`config.mk`:
```
export PLATFORM = sky130hd
export DESIGN_NAME = fkc_cell
export DESIGN_NICKNAME = d
export VERILOG_FILES = /design/src/rtl/fkc_pkg.sv /design/src/rtl/fkc_cell.sv
export SDC_FILE = /design/constraint.sdc
export NUM_CORES = 1
export LEC_CHECK = 0
export BUFFER_PORTS_ARGS = -buffer_cell sky130_fd_sc_hd__buf_4
export CORE_MARGIN = 2
export CORE_UTILIZATION = 45
export CTS_CLUSTER_DIAMETER = 200
export DETAILED_ROUTE_END_ITERATION = 10
export PLACE_DENSITY_LB_ADDON = 0.1
export SETUP_SLACK_MARGIN = 0.1
export SYNTH_ARGS = -nofsm -noshare
export SYNTH_HDL_FRONTEND = slang
export SYNTH_SLANG_ARGS = --single-unit
export TNS_END_PERCENT = 20
```
`constraint.sdc`:
```
create_clock -name clk -period 3.9 [get_ports clk]
set_clock_uncertainty 0.2 [all_clocks]
set_input_delay 0.39 -clock clk [delete_from_list [all_inputs] [get_ports clk]]
set_output_delay 0.39 -clock clk [all_outputs]
set_load 0.01 [all_outputs]
```
`src/rtl/fkc_pkg.sv`:
```
// Package for the filtered k-mer counter: shared types, character codes,
// configuration register indexes and a small helper function.
// No dependencies.
package fkc_pkg;

    localparam int BYTE_W = 8;
    localparam int PAT_W  = 64;
    localparam int DATA_W = 64;
    localparam int CIDX_W = 3;

    localparam logic [BYTE_W-1:0] CHAR_HEADER  = 8'h3E;
    localparam logic [BYTE_W-1:0] CHAR_NEWLINE = 8'h0A;
    localparam logic [BYTE_W-1:0] CHAR_UPPER_A = 8'h41;
    localparam logic [BYTE_W-1:0] CHAR_UPPER_Z = 8'h5A;
    localparam logic [BYTE_W-1:0] CASE_OFFSET  = 8'h20;

    localparam logic [3:0] MAX_AFFIX_BYTES = 4'd8;
    localparam logic [5:0] MAX_GAP_BYTES   = 6'd32;

    typedef enum logic [CIDX_W-1:0] {
        REG_PREFIX_BYTES   = 3'd0,
        REG_PREFIX_LENGTH  = 3'd1,
        REG_PREFIX_GAP     = 3'd2,
        REG_SUFFIX_BYTES   = 3'd3,
        REG_SUFFIX_LENGTH  = 3'd4,
        REG_SUFFIX_GAP     = 3'd5,
        REG_PATTERN_LENGTH = 3'd6
    } cfg_reg_t;

    // Control part of a search request as it moves down the cell chain.
    typedef struct packed {
        logic valid;
        logic done;
        logic is_new;
    } search_ctl_t;

    // Byte mask that covers the first len bytes of a pattern word.
    function automatic logic [PAT_W-1:0] byte_mask(input logic [3:0] len);
        logic [PAT_W-1:0] m;
        m = '0;
        for (int i = 0; i < PAT_W / BYTE_W; i++)
        begin
            if (4'(i) < len)
            begin
                m[i*BYTE_W +: BYTE_W] = '1;
            end
        end
        return m;
    endfunction

endpackage

```
`src/rtl/fkc_cell.sv`:
```
// One table cell of the k-mer counter: holds one pattern and its count and
// passes the search request on to the next cell. Depends on fkc_pkg.
module fkc_cell #(
    parameter int CELL_INDEX  = 0,
    parameter int IDX_W       = 10,
    parameter int USED_W      = 11,
    parameter int COUNT_WIDTH = 32
) (
    input  logic                      clk,
    input  logic                      rst_n,
    input  logic                      advance,
    input  logic [USED_W-1:0]         entries_used,
    input  logic [fkc_pkg::PAT_W-1:0] match_mask,
    input  fkc_pkg::search_ctl_t      ctl_in,
    input  logic [IDX_W-1:0]          idx_in,
    input  logic [fkc_pkg::PAT_W-1:0] pat_in,
    input  logic [COUNT_WIDTH-1:0]    cnt_in,
    output fkc_pkg::search_ctl_t      ctl_out,
    output logic [IDX_W-1:0]          idx_out,
    output logic [fkc_pkg::PAT_W-1:0] pat_out,
    output logic [COUNT_WIDTH-1:0]    cnt_out
);

    logic [fkc_pkg::PAT_W-1:0] entry_pat_reg;
    logic [COUNT_WIDTH-1:0]    entry_cnt_reg;
    logic [COUNT_WIDTH-1:0]    entry_cnt_inc;
    fkc_pkg::search_ctl_t      ctl_reg, ctl_next;
    logic [IDX_W-1:0]          idx_reg, idx_next;
    logic [fkc_pkg::PAT_W-1:0] pat_reg;
    logic [COUNT_WIDTH-1:0]    cnt_reg, cnt_next;
    logic                      searching, hit, append;

    assign searching = ctl_in.valid && !ctl_in.done;
    assign hit = searching && (USED_W'(CELL_INDEX) < entries_used)
                 && (((entry_pat_reg ^ pat_in) & match_mask) == '0);
    assign append = searching && (USED_W'(CELL_INDEX) == entries_used);
    assign entry_cnt_inc = (entry_cnt_reg == '1) ? entry_cnt_reg
                                                 : entry_cnt_reg + 1'b1;

    always_comb
    begin
        ctl_next = ctl_in;
        idx_next = idx_in;
        cnt_next = cnt_in;
        if (hit)
        begin
            ctl_next.done = 1'b1;
            idx_next      = IDX_W'(CELL_INDEX);
            cnt_next      = entry_cnt_inc;
        end
        else if (append)
        begin
            ctl_next.done   = 1'b1;
            ctl_next.is_new = 1'b1;
            idx_next        = IDX_W'(CELL_INDEX);
            cnt_next        = COUNT_WIDTH'(1);
        end
    end

    always_ff @(posedge clk or negedge rst_n)
    begin
        if (!rst_n)
        begin
            ctl_reg <= '0;
        end
        else if (advance)
        begin
            ctl_reg <= ctl_next;
        end
    end

    always_ff @(posedge clk)
    begin
        if (advance)
        begin
            idx_reg <= idx_next;
            pat_reg <= pat_in;
            cnt_reg <= cnt_next;
            if (hit)
            begin
                entry_cnt_reg <= entry_cnt_inc;
            end
            else if (append)
            begin
                entry_pat_reg <= pat_in;
                entry_cnt_reg <= COUNT_WIDTH'(1);
            end
        end
    end

    assign ctl_out = ctl_reg;
    assign idx_out = idx_reg;
    assign pat_out = pat_reg;
    assign cnt_out = cnt_reg;

endmodule

```
Yosys cells after proc, flatten, opt, wreduce, memory -nomap -nowiden
Cells that the tools add are included.
- bits in registers: 205
- bits in latches: 0
- bits in writable memories: 0
- ROM bits: 0
- bits of input ports: 187
- output and inout bits: 109
- word-level logic and storage cells: 33
- memories kept: 0
- $add $sub $neg: 1
- multipliers: 0
- div/mod/pow operators: 0
- magnitude comparators: 1
- equal/unequal tests: 1
- shift-type cells: 0
- multiplexer cells: 8
- bitwise operators: 3
- reductions and logical operators: 11
- operators by type and width (cell ; count):
    $mux W32 ; 5
    $and A64 B64 Y64 ; 1
    $logic_not A64 Y1 ; 1
    $xor A64 B64 Y64 ; 1
    $add A32 B1 Y32 const B ; 1
    $eq A32 B32 Y1 const B ; 1
    $logic_not A11 Y1 ; 1
    $lt A1 B11 Y1 const A ; 1
    $logic_and A1 B1 Y1 ; 4
    $reduce_and A3 Y1 ; 1
    $mux W1 ; 2
    $mux W2 ; 1
    $reduce_and A2 Y1 ; 1
    $reduce_bool A2 Y1 ; 1
    $reduce_or A2 Y1 ; 1
    $logic_not A1 Y1 ; 1
    $not A1 Y1 ; 1

Logic depth before layout (Yosys ltp)
Gate-level depths: netlist of the first run.
- depth in word-level cells: 6
- gate-level depth with buffers: 8
- depth with buffers taken out: 7

Worst setup path after synthesis of the first run
No wires, ideal clock.
- path kind: in2reg
- from: input entries_used[8]
- to: register entry_pat_reg[0] (netlist bit), enable pin
- setup time: 0.487 ns
- data arrival time: 4.111 ns
- data required time: 3.213 ns
- setup slack: -0.898 ns
- stages on the path: 6
- buffers on the path: 2
- cells stage by stage: nor4_1 > nand3_1 > or2_2 > clkbuf_1 > clkbuf_1 > nor2_1
- longest elaborated chain between the ends: 5
- elaborated cells between the ends (all ways): 7
- those cells by class: order compare: 1; bitwise: 1; reduce/logical: 5
- RTL lines (item ; RTL line ; source):
    start, declared ; fkc_cell.sv:12 ; input logic [USED_W-1:0] entries_used,
    $lt A1 B11 Y1 ; fkc_cell.sv:34 ; assign hit = searching && (USED_W'(CELL_INDEX) < entries_used)
    $logic_and A1 B1 Y1 ; fkc_cell.sv:34 ;
    $logic_and A1 B1 Y1 ; fkc_cell.sv:35 ; && (((entry_pat_reg ^ pat_in) & match_mask) == '0);
    $not A1 Y1 (no source line) ; n/a ;
    $reduce_and A3 Y1 (no source line) * ; n/a ;
    end signal, assigned ; fkc_cell.sv:85 ; entry_pat_reg <= pat_in;
    end, declared ; fkc_cell.sv:24 ; logic [fkc_pkg::PAT_W-1:0] entry_pat_reg;
Every way passes the cells marked *; elsewhere a longest branch is shown, timed or not.
A chain may end at the register's enable or synchronous reset.

Worst setup path in the final report of the first run
- from: input pat_in[17] (netlist bit)
- to: register entry_cnt_reg[25], enable pin
- longest elaborated chain between the ends: 6
- RTL lines (item ; RTL line ; source):
    start, declared ; fkc_cell.sv:16 ; input logic [fkc_pkg::PAT_W-1:0] pat_in,
    $xor A64 B64 Y64 ; fkc_cell.sv:35 ;
    $and A64 B64 Y64 ; fkc_cell.sv:35 ;
    $logic_not A64 Y1 ; fkc_cell.sv:35 ;
    $logic_and A1 B1 Y1 ; fkc_cell.sv:35 ;
    $reduce_bool A2 Y1 (no source line) ; n/a ;
    $reduce_and A2 Y1 (no source line) ; n/a ;
    end signal, assigned ; fkc_cell.sv:81 ; entry_cnt_reg <= entry_cnt_inc;
    end, declared ; fkc_cell.sv:25 ; logic [COUNT_WIDTH-1:0] entry_cnt_reg;
Every way passes these cells.

==> metrics.txt, run 1 <==
antenna violations before repair 0; flop-to-flop setup slack 1.09 ns; vias per cell approximately 5.1; count of non-filler cells in the finished layout between 1000 and 1500; commonest cells after routing, fill and taps aside sky130_fd_sc_hd__buf_4 (302), sky130_fd_sc_hd__edfxtp_1 (202), sky130_fd_sc_hd__xor2_1 (78), sky130_fd_sc_hd__dlygate4sd3_1 (77), sky130_fd_sc_hd__nand2_1 (44); number of buffers on the longest clock path 3; Distinct cells, synth 42; most common flop cell mapped by yosys sky130_fd_sc_hd__edfxtp_1; Total Nets Final around 1100; Vias roughly 6000; fraction of registers with async set/reset 0.0146; post-place setup slack 0.926 ns; IR Drop Worst-Case VDD 308 uV; run status complete, no violations; Worst Tran Pin Value between 0.9 and 1 ns; fraction of post-synthesis cell area in the top cell type by area 0.707; commonest non-fill, non-tap cell in the layout sky130_fd_sc_hd__buf_4; final worst-path cycle share 0.772; height of the die around 140 um; clock transition time at the flip-flop clock pins of the worst setup and hold paths around 0.06 ns; leakage component of the power approximately 5.3 nW; average instance area after synthesis 15.3 um2; clock tree from TritonCTS yes; aggregate routed wire length ~22 mm; Initial Utilization 0.459; Routability Congestion between 0.8 and 0.9; drt drc 0; area of the die around 20000 um2; shortest clock period the worst path allows after layout 3.01 ns; number of detailed-routing iterations run before antenna repair 5; Worst Hold Class input pin to flip-flop; Setup Crit Path Kind input pin to flip-flop; pins over their slew limit 0; maximum number of pins on one net before global-route repair 65; number of diodes added for antenna fixing 0; cell area after layout roughly 13000 um2; kind of end point of the critical path flip-flop; half-perimeter wire length after detailed placement ~16 mm; fraction of final layout cells sized beyond drive strength 1 0.358; layout overhead on the synthesized area 46.2%; Yosys top cell by area sky130_fd_sc_hd__edfxtp_1; Fin. Hold Viols 0; Yosys warning total 0; count of maximum capacitance violations 0; buffer type at the clock tree root sky130_fd_sc_hd__clkbuf_16; Routed WL per cell approximately 19 um; Area after DPL 11100 um2; mapped cell area ~8600 um2; share of synthesized area occupied by flip-flops and latches 0.716; DIE WIDTH between 100 and 150 um; CP arrival ~3 ns; sinks on the clock net between 200 and 250; total of flip-flops plus latches after synthesis 205; minimum setup slack in the final design 0.888 ns; Mapped Nets 749; count of flip-flops with a built-in enable after synthesis 202; global-route wire length before repair roughly 34 mm; power density normalized to cell area between 300 and 400 nW/um2; data required time of the critical path between 3 and 4 ns; critical path startpoint pat_in[17]; insertion delay to the later sink of the worst-skew pair about 0.49 ns; remaining antenna violation count after routing 0; largest driver fanout on the critical path 32; launching element type of the critical path input pin; Critical R2R Launch entry_pat_reg[17]; global route overflow 0; Post-Syn Instances 561; number of buffers created by CTS 22; floorplan core area around 19000 um2; count of buffers from port buffering a little under 300; Design Power between 4 and 5 mW; Starting DRT DRC Count ~300; maximum clock rate roughly 330 MHz; count of standard-cell rows 50; worst-case headroom to the max-slew limit 0.365; beginning of the worst hold path idx_in[1]; setup repair after global routing missed its margin false; global router's overall resource usage 0.215; H-tree depth 1; number of global-route vias before repair 6236; most area-consuming cells after synthesis sky130_fd_sc_hd__edfxtp_1 (71%), sky130_fd_sc_hd__xor2_1 (8.0%), sky130_fd_sc_hd__mux2i_1 (3.7%); # placed instances 1084; summed negative setup slack over all endpoints 0 ns; number of buffers inserted by post-CTS setup repair 0; number of ports placed on the die boundary between 200 and 300; Setup Viol. Count Final 0
[metrics by stage]
stage	hold slack [ns]	util
floorplan	-0.106	-
global placement	-0.0130	0.595
detailed placement	-0.0127	0.595
CTS	0.00300	0.671
global route	0.0126	0.671
finish	0.0212	0.671
[synthesized netlist by cell type, drive strengths merged, types with 2 or more instances]
| cell | instances |
|---|---|
| a21oi | 2 |
| a221oi | 2 |
| a22o | 2 |
| a22oi | 26 |
| a31oi | 2 |
| and3 | 16 |
| buf | 3 |
| clkbuf | 11 |
| dfrtp | 3 |
| edfxtp | 202 |
| inv | 8 |
| mux2i | 32 |
| nand2 | 44 |
| nand3 | 12 |
| nand4 | 21 |
| nor2 | 44 |
| nor3 | 10 |
| nor4 | 8 |
| nor4b | 2 |
| o21ai | 3 |
| or2 | 2 |
| xnor2 | 13 |
| xor2 | 78 |
[cells by family after synthesis]
kind of cell    after synthesis  share of synthesized area
compound gates               42                     0.0400
fa+ha+maj                     1                    0.00146
mux                          33                     0.0387
flops                       205                      0.716
xor+xnor                     91                     0.0929
buf+inv                      22                     0.0104
simple gates                167                      0.101
[worst paths after layout]
path	depth (start not counted)	to
min in group asynchronous	2	ctl_out[0]
max in group asynchronous	2	ctl_out[2]
worst max-delay path	10	entry_cnt_reg[25]
worst min register to register	1	ctl_out[2]
worst min-delay path	2	idx_out[1]
worst max register to register	8	entry_cnt_reg[25]
[report_power, final]
part	switching [mW]	internal (mW)
logic	0.219	0.315
clock network	0.799	1.07
registers	0.0294	2.52
[worst max-delay path, cell delays in order]
cell and delay (ns):
sky130_fd_sc_hd__dlygate4sd3_1 0.55, sky130_fd_sc_hd__buf_4 0.15, sky130_fd_sc_hd__xor2_1 0.16, sky130_fd_sc_hd__a22oi_1 0.19, sky130_fd_sc_hd__nand4_1 0.16, sky130_fd_sc_hd__nor4_1 0.51
sky130_fd_sc_hd__buf_4 0.22, sky130_fd_sc_hd__nand3_4 0.08, sky130_fd_sc_hd__a21oi_4 0.16, sky130_fd_sc_hd__buf_4 0.39
[metal layers]
| metal | part of all wire | GRT usage | up-vias |
|---|---|---|---|
| met5 | 0 | 0 | - |
| met4 | 0.028 | 0.0653 | 0 |
| met3 | 0.082 | 0.0478 | 44 |
| met2 | 0.49 | 0.368 | 273 |
| met1 | 0.40 | 0.276 | 2907 |
| li1 | - | - | 2906 |
[final cells by class]
type / count / area (um2)
Inverter: 8 / 30.0
Clock buffer: 29 / 598
Fill cell: 1344 / 6160
Clock inverter: 9 / 43.8
Tap cell: 234 / 293
Sequential cell: 205 / 6140
Multi-Input combinational cell: 334 / 2380
Timing Repair Buffer: 380 / 3060
[repair_timing]
item / CTS / global route
resized for setup: 0 / 0
hold buffers: 77 / 0
endpoints found under the hold margin: 143 / 0
No activity file was read; power rests on OpenSTA's default activity.
==> run 2, diff against run 1 <==
CORE_UTILIZATION = 50   (was 45)
clock period = 2.8 ns   (was 3.9 ns; I/O delays follow)
==> metrics.txt, run 2 (same netlist as run 1, synthesis figures left out) <==
CP arrival ~2.7 ns; kind of end point of the critical path flip-flop; summed negative setup slack over all endpoints 0 ns; Setup Viol. Count Final 0; aggregate routed wire length 23.7 mm; number of buffers created by CTS 22; critical path startpoint entry_cnt_reg[0]; post-place setup slack about 0.10 ns; number of buffers on the longest clock path 3; floorplan core area about 17000 um2; count of standard-cell rows 47; vias per cell roughly 5.2; Design Power between 6 and 7 mW; Worst Hold Class input pin to flip-flop; global router's overall resource usage 0.253; number of global-route vias before repair approximately 6800; Vias roughly 6400; clock transition time at the flip-flop clock pins of the worst setup and hold paths approximately 0.060 ns; insertion delay to the later sink of the worst-skew pair between 0.4 and 0.5 ns; Setup Crit Path Kind flip-flop to flip-flop; Starting DRT DRC Count 431; leakage component of the power 5.56 nW; layout overhead on the synthesized area 51.9%; buffer type at the clock tree root sky130_fd_sc_hd__clkbuf_16; pins over their slew limit 0; cell area after layout 13000 um2; clock tree from TritonCTS yes; sinks on the clock net 205; worst-case headroom to the max-slew limit 0.570; number of detailed-routing iterations run before antenna repair 5; maximum clock rate 381 MHz; H-tree depth 1; cell chain of the critical path ha_1 > nand2_1 > inv_1 > a2111oi_4 > nand4_1 > xor2_1 > mux2i_1; drt drc 0; minimum setup slack in the final design approximately 0.18 ns; Routability Congestion a little under 0.9; count of buffers from port buffering 295; IR Drop Worst-Case VDD ~630 uV; half-perimeter wire length after detailed placement approximately 16 mm; commonest non-fill, non-tap cell in the layout sky130_fd_sc_hd__buf_4; final worst-path cycle share 0.937; remaining antenna violation count after routing 0; Routed WL per cell a little under 20 um; global-route wire length before repair 35.7 mm; Initial Utilization 0.514; maximum number of pins on one net before global-route repair ~110; Worst Tran Pin Value 0.645 ns; run status complete, no violations; height of the die roughly 130 um; cell depth of the worst hold path 5; Critical R2R Launch entry_cnt_reg[0]; Critical-path top delay cell sky130_fd_sc_hd__a2111oi_4; commonest cells after routing, fill and taps aside sky130_fd_sc_hd__buf_4 (303), sky130_fd_sc_hd__edfxtp_1 (202), sky130_fd_sc_hd__dlygate4sd3_1 (111), sky130_fd_sc_hd__xor2_1 (78), sky130_fd_sc_hd__nand2_1 (44); antenna violations before repair 1; area of the die approximately 18000 um2; DIE WIDTH 135 um; Total Nets Final 1178; Area after DPL 11200 um2; global route overflow 0; beginning of the worst hold path match_mask[45]; setup repair after global routing missed its margin true; fraction of final layout cells sized beyond drive strength 1 0.352; slowest cell delay on critical path 0.52 ns; cell count of the worst reg-to-reg path 7; power density normalized to cell area 535 nW/um2; final core area utilization 0.780; largest driver fanout on the critical path 6; launching element type of the critical path flip-flop; data required time of the critical path approximately 2.8 ns; shortest clock period the worst path allows after layout 2.62 ns; Fin. Hold Viols 0; number of ports placed on the die boundary a little under 300; count of maximum capacitance violations 0
-- run 2: changes by cell type in the layout (fill, tap and decap cells not counted), moves of 2 or more --
cell and change:
sky130_fd_sc_hd__dlygate4sd3_1 +34, sky130_fd_sc_hd__nor4_1 -3, sky130_fd_sc_hd__clkinv_2 -2, sky130_fd_sc_hd__buf_12 +2, sky130_fd_sc_hd__nor4_4 +2, sky130_fd_sc_hd__clkinv_1 +3
-- run 2: layer usage --
layer,track usage,part of all wire,up-vias
met5,0,0,-
met1,0.309,0.38,3099
met3,0.0608,0.080,38
met4,0.0729,0.024,0
met2,0.448,0.51,281
li1,-,-,2984
-- run 2: worst max-delay path, delay by kind of cell (launching register included) --
family | cells | cell delay (ns)
adder cells (fa/ha/maj) | 1 | 0.26
flip-flops | 1 | 0.45
multiplexers | 1 | 0.11
buffers and inverters | 1 | 0.17
AND/OR/NAND/NOR | 2 | 0.39
XOR/XNOR | 1 | 0.26
AO/OA/AOI/OAI | 1 | 0.52
-- run 2: where the power goes --
group          switching (mW)  total (mW)  internal (mW)
sequential             0.0408        3.55           3.51
combinational           0.326       0.799          0.474
clock                    1.12        2.62           1.49
total                    1.49        6.97           5.48
-- run 2: per-stage QoR --
| step | hold WS [ns] | std cells |
|---|---|---|
| floorplan | -0.216 | 561 |
| global placement | -0.114 | 1070 |
| detailed placement | -0.111 | 1070 |
| CTS | 0.106 | 1220 |
| global route | 0.173 | 1226 |
| finish | 0.141 | 1226 |
-- run 2: repair_timing --
item | 4_1_cts | 5_1_grt
gates resized for setup | 0 | 5
hold buffers | 111 | 0
endpoints found under the setup margin | 0 | 74
buffers inserted | 0 | 4
endpoints found under the hold margin | 176 | 0
-- run 2: final cells by class --
cell class                 count  area (um2)
antenna                        1        2.50
clock buffer                  29         598
clock inverter                10        45.0
fill                        1017        3670
inverter                       8        30.0
multi-input combinational    334        2440
sequential                   205        6140
tap                          220         275
timing repair buffer         419        3500
-- run 2: worst paths after layout --
check	to	slack, ns
worst max-delay path	cnt_out[31]	0.18
worst min register to register	ctl_out[2]	0.32
worst min-delay path	entry_cnt_reg[0]	0.14
min in group asynchronous	ctl_out[2]	0.53
worst max register to register	cnt_out[31]	0.18
max in group asynchronous	ctl_out[0]	1.66
==> run 3, diff against run 2 <==
CORE_UTILIZATION = 49   (was 50)
==> metrics.txt, run 3 (same netlist as run 1, synthesis figures left out) <==
height of the die roughly 140 um; pins over their slew limit 0; floorplan core area ~17000 um2; setup repair after global routing missed its margin true; slowest cell delay on critical path 0.56 ns; number of ports placed on the die boundary roughly 300; summed negative setup slack over all endpoints 0 ns; fraction of final layout cells sized beyond drive strength 1 0.356; drt drc 0; clock transition time at the flip-flop clock pins of the worst setup and hold paths about 0.06 ns; Worst Tran Pin Value between 0.5 and 0.6 ns; cell area after layout 13200 um2; IR Drop Worst-Case VDD roughly 630 uV; data required time of the critical path 2.82 ns; sinks on the clock net 205; Setup Crit Path Kind input pin to flip-flop; met3 layer wire length in the routed design 1.95 mm; number of detailed-routing iterations run before antenna repair 4; Total Nets Final around 1200; Setup Viol. Count Final 0; half-perimeter wire length after detailed placement about 16 mm; buffer type at the clock tree root sky130_fd_sc_hd__clkbuf_16; global router's overall resource usage 0.258; kind of end point of the critical path flip-flop; commonest cells after routing, fill and taps aside sky130_fd_sc_hd__buf_4 (295), sky130_fd_sc_hd__edfxtp_1 (202), sky130_fd_sc_hd__dlygate4sd3_1 (111), sky130_fd_sc_hd__xor2_1 (78), sky130_fd_sc_hd__nand2_1 (44); switching fraction of total power 0.220; Starting DRT DRC Count between 300 and 400; Gate power share 0.118; number of global-route vias before repair 6785; count of standard-cell rows 48; aggregate routed wire length 24.7 mm; Switching Power about 1.5 mW; DIE WIDTH between 100 and 150 um; CP Buf/Inv Count 4; top layer reached by signal wires met4; Area after DPL ~11000 um2; clock network fraction of design power 0.373; antenna violations before repair 1; Routed WL per cell around 20 um; largest driver fanout on the critical path 8; layout overhead on the synthesized area 53.8%; Fin. Hold Viols 0; relative contribution of sequential cells to total power 0.509; routed wire length on met2 roughly 12 mm; vias per cell 5.18; run status complete, no violations; Design Power around 7.0 mW; routed length on met1 ~9.5 mm; count of maximum capacitance violations 0; Worst Hold Class input pin to flip-flop; global-route wire length before repair approximately 37 mm; Layout fillers between 1000 and 1500; commonest non-fill, non-tap cell in the layout sky130_fd_sc_hd__buf_4; multi-input logic area 2430 um2; launching element type of the critical path input pin; Sequential cell area about 6000 um2; Critical-path top delay cell sky130_fd_sc_hd__dlygate4sd3_1; Vias between 6000 and 7000; final worst-path cycle share 0.948; H-tree depth 1; shortest clock period the worst path allows after layout between 2 and 3 ns; maximum number of pins on one net before global-route repair roughly 70; leakage component of the power about 5.7 nW; number of buffers created by CTS 22; remaining antenna violation count after routing 0; count of buffers from port buffering approximately 300; maximum clock rate 377 MHz; clock tree from TritonCTS yes; internal power of the cells 5.43 mW; crit-path leading delay family buffers and inverters; cell chain of the critical path dlygate4sd3_1 > buf_6 > xor2_1 > a22oi_1 > nand4_1 > nor4_4 > buf_4 > nand3_4 > a21oi_4 > clkbuf_16; final core area utilization 0.768; insertion delay to the later sink of the worst-skew pair between 0.5 and 0.6 ns; power density normalized to cell area roughly 530 nW/um2; global route overflow 0; Routability Congestion 0.874; worst-case headroom to the max-slew limit 0.621; number of buffers on the longest clock path 3; CP arrival 2.68 ns; area of the die around 19000 um2; Initial Utilization 0.499
-- run 3: cell count changes in the layout (fill, tap and decap cells not counted), sizes merged --
cell / change
buf: +1
clkbuf: -2
clkinv: +2
clkinvlp: +1
dlymetal6s4s: +6
-- run 3: power groups by stage --
stage | registers (mW) | clock network (mW) | logic [mW]
4_1_cts | 3.55 | 2.65 | 0.799
5_1_grt | 3.56 | 2.76 | 0.872
6_report | 3.55 | 2.60 | 0.820
3_5_place_dp | 3.61 | 0 | 0.666
2_1_floorplan | 3.68 | 0 | 0.0908
3_3_place_gp | 3.61 | 0 | 0.650
-- run 3: worst paths after layout --
check                      cells past startpoint  slack [ns]               end              from
hold reg to reg                                1        0.32        ctl_out[2]        ctl_out[2]
setup / recovery                              10        0.14  entry_cnt_reg[4]        pat_in[28]
hold / removal                                 2        0.03       pat_out[10]        pat_in[10]
max in group asynchronous                      3        1.79        ctl_out[0]             rst_n
setup reg to reg                               7        0.17       cnt_out[25]  entry_cnt_reg[0]
min in group asynchronous                      3        0.46        ctl_out[2]             rst_n
-- run 3: cell type report --
type	count	share of cell area
Clock inverter	13	0.00579
Multi-Input combinational cell	334	0.184
Timing Repair Buffer	428	0.278
Sequential cell	205	0.466
Antenna cell	1	0.000190
Inverter	8	0.00228
Clock buffer	25	0.0426
Tap cell	225	0.0213
-- run 3: repair_timing --
action / 4_1_cts / 5_1_grt
cloned: 0 / 4
pin swaps: 0 / 14
buffers inserted: 0 / 3
gates resized for setup: 1 / 18
hold endpoints to repair: 190 / 10
setup endpoints to repair: 52 / 93
hold buffers: 112 / 5
-- run 3: stage by stage --
step / hold WS [ns] / setup slack (ns) / cells
3_3_place_gp: -0.127 / 0.0259 / 1076
4_1_cts: 0.210 / 0.127 / 1226
3_5_place_dp: -0.124 / 0.00288 / 1076
5_1_grt: 0.0285 / 0.0379 / 1239
6_report: 0.0339 / 0.144 / 1239
2_1_floorplan: -0.216 / 0.0563 / 561
-- run 3: metal layers --
layer / global-route usage / up-vias
li1: - / 3006
met2: 0.457 / 263
met5: 0 / -
met3: 0.0667 / 53
met4: 0.0845 / 0
met1: 0.306 / 3092
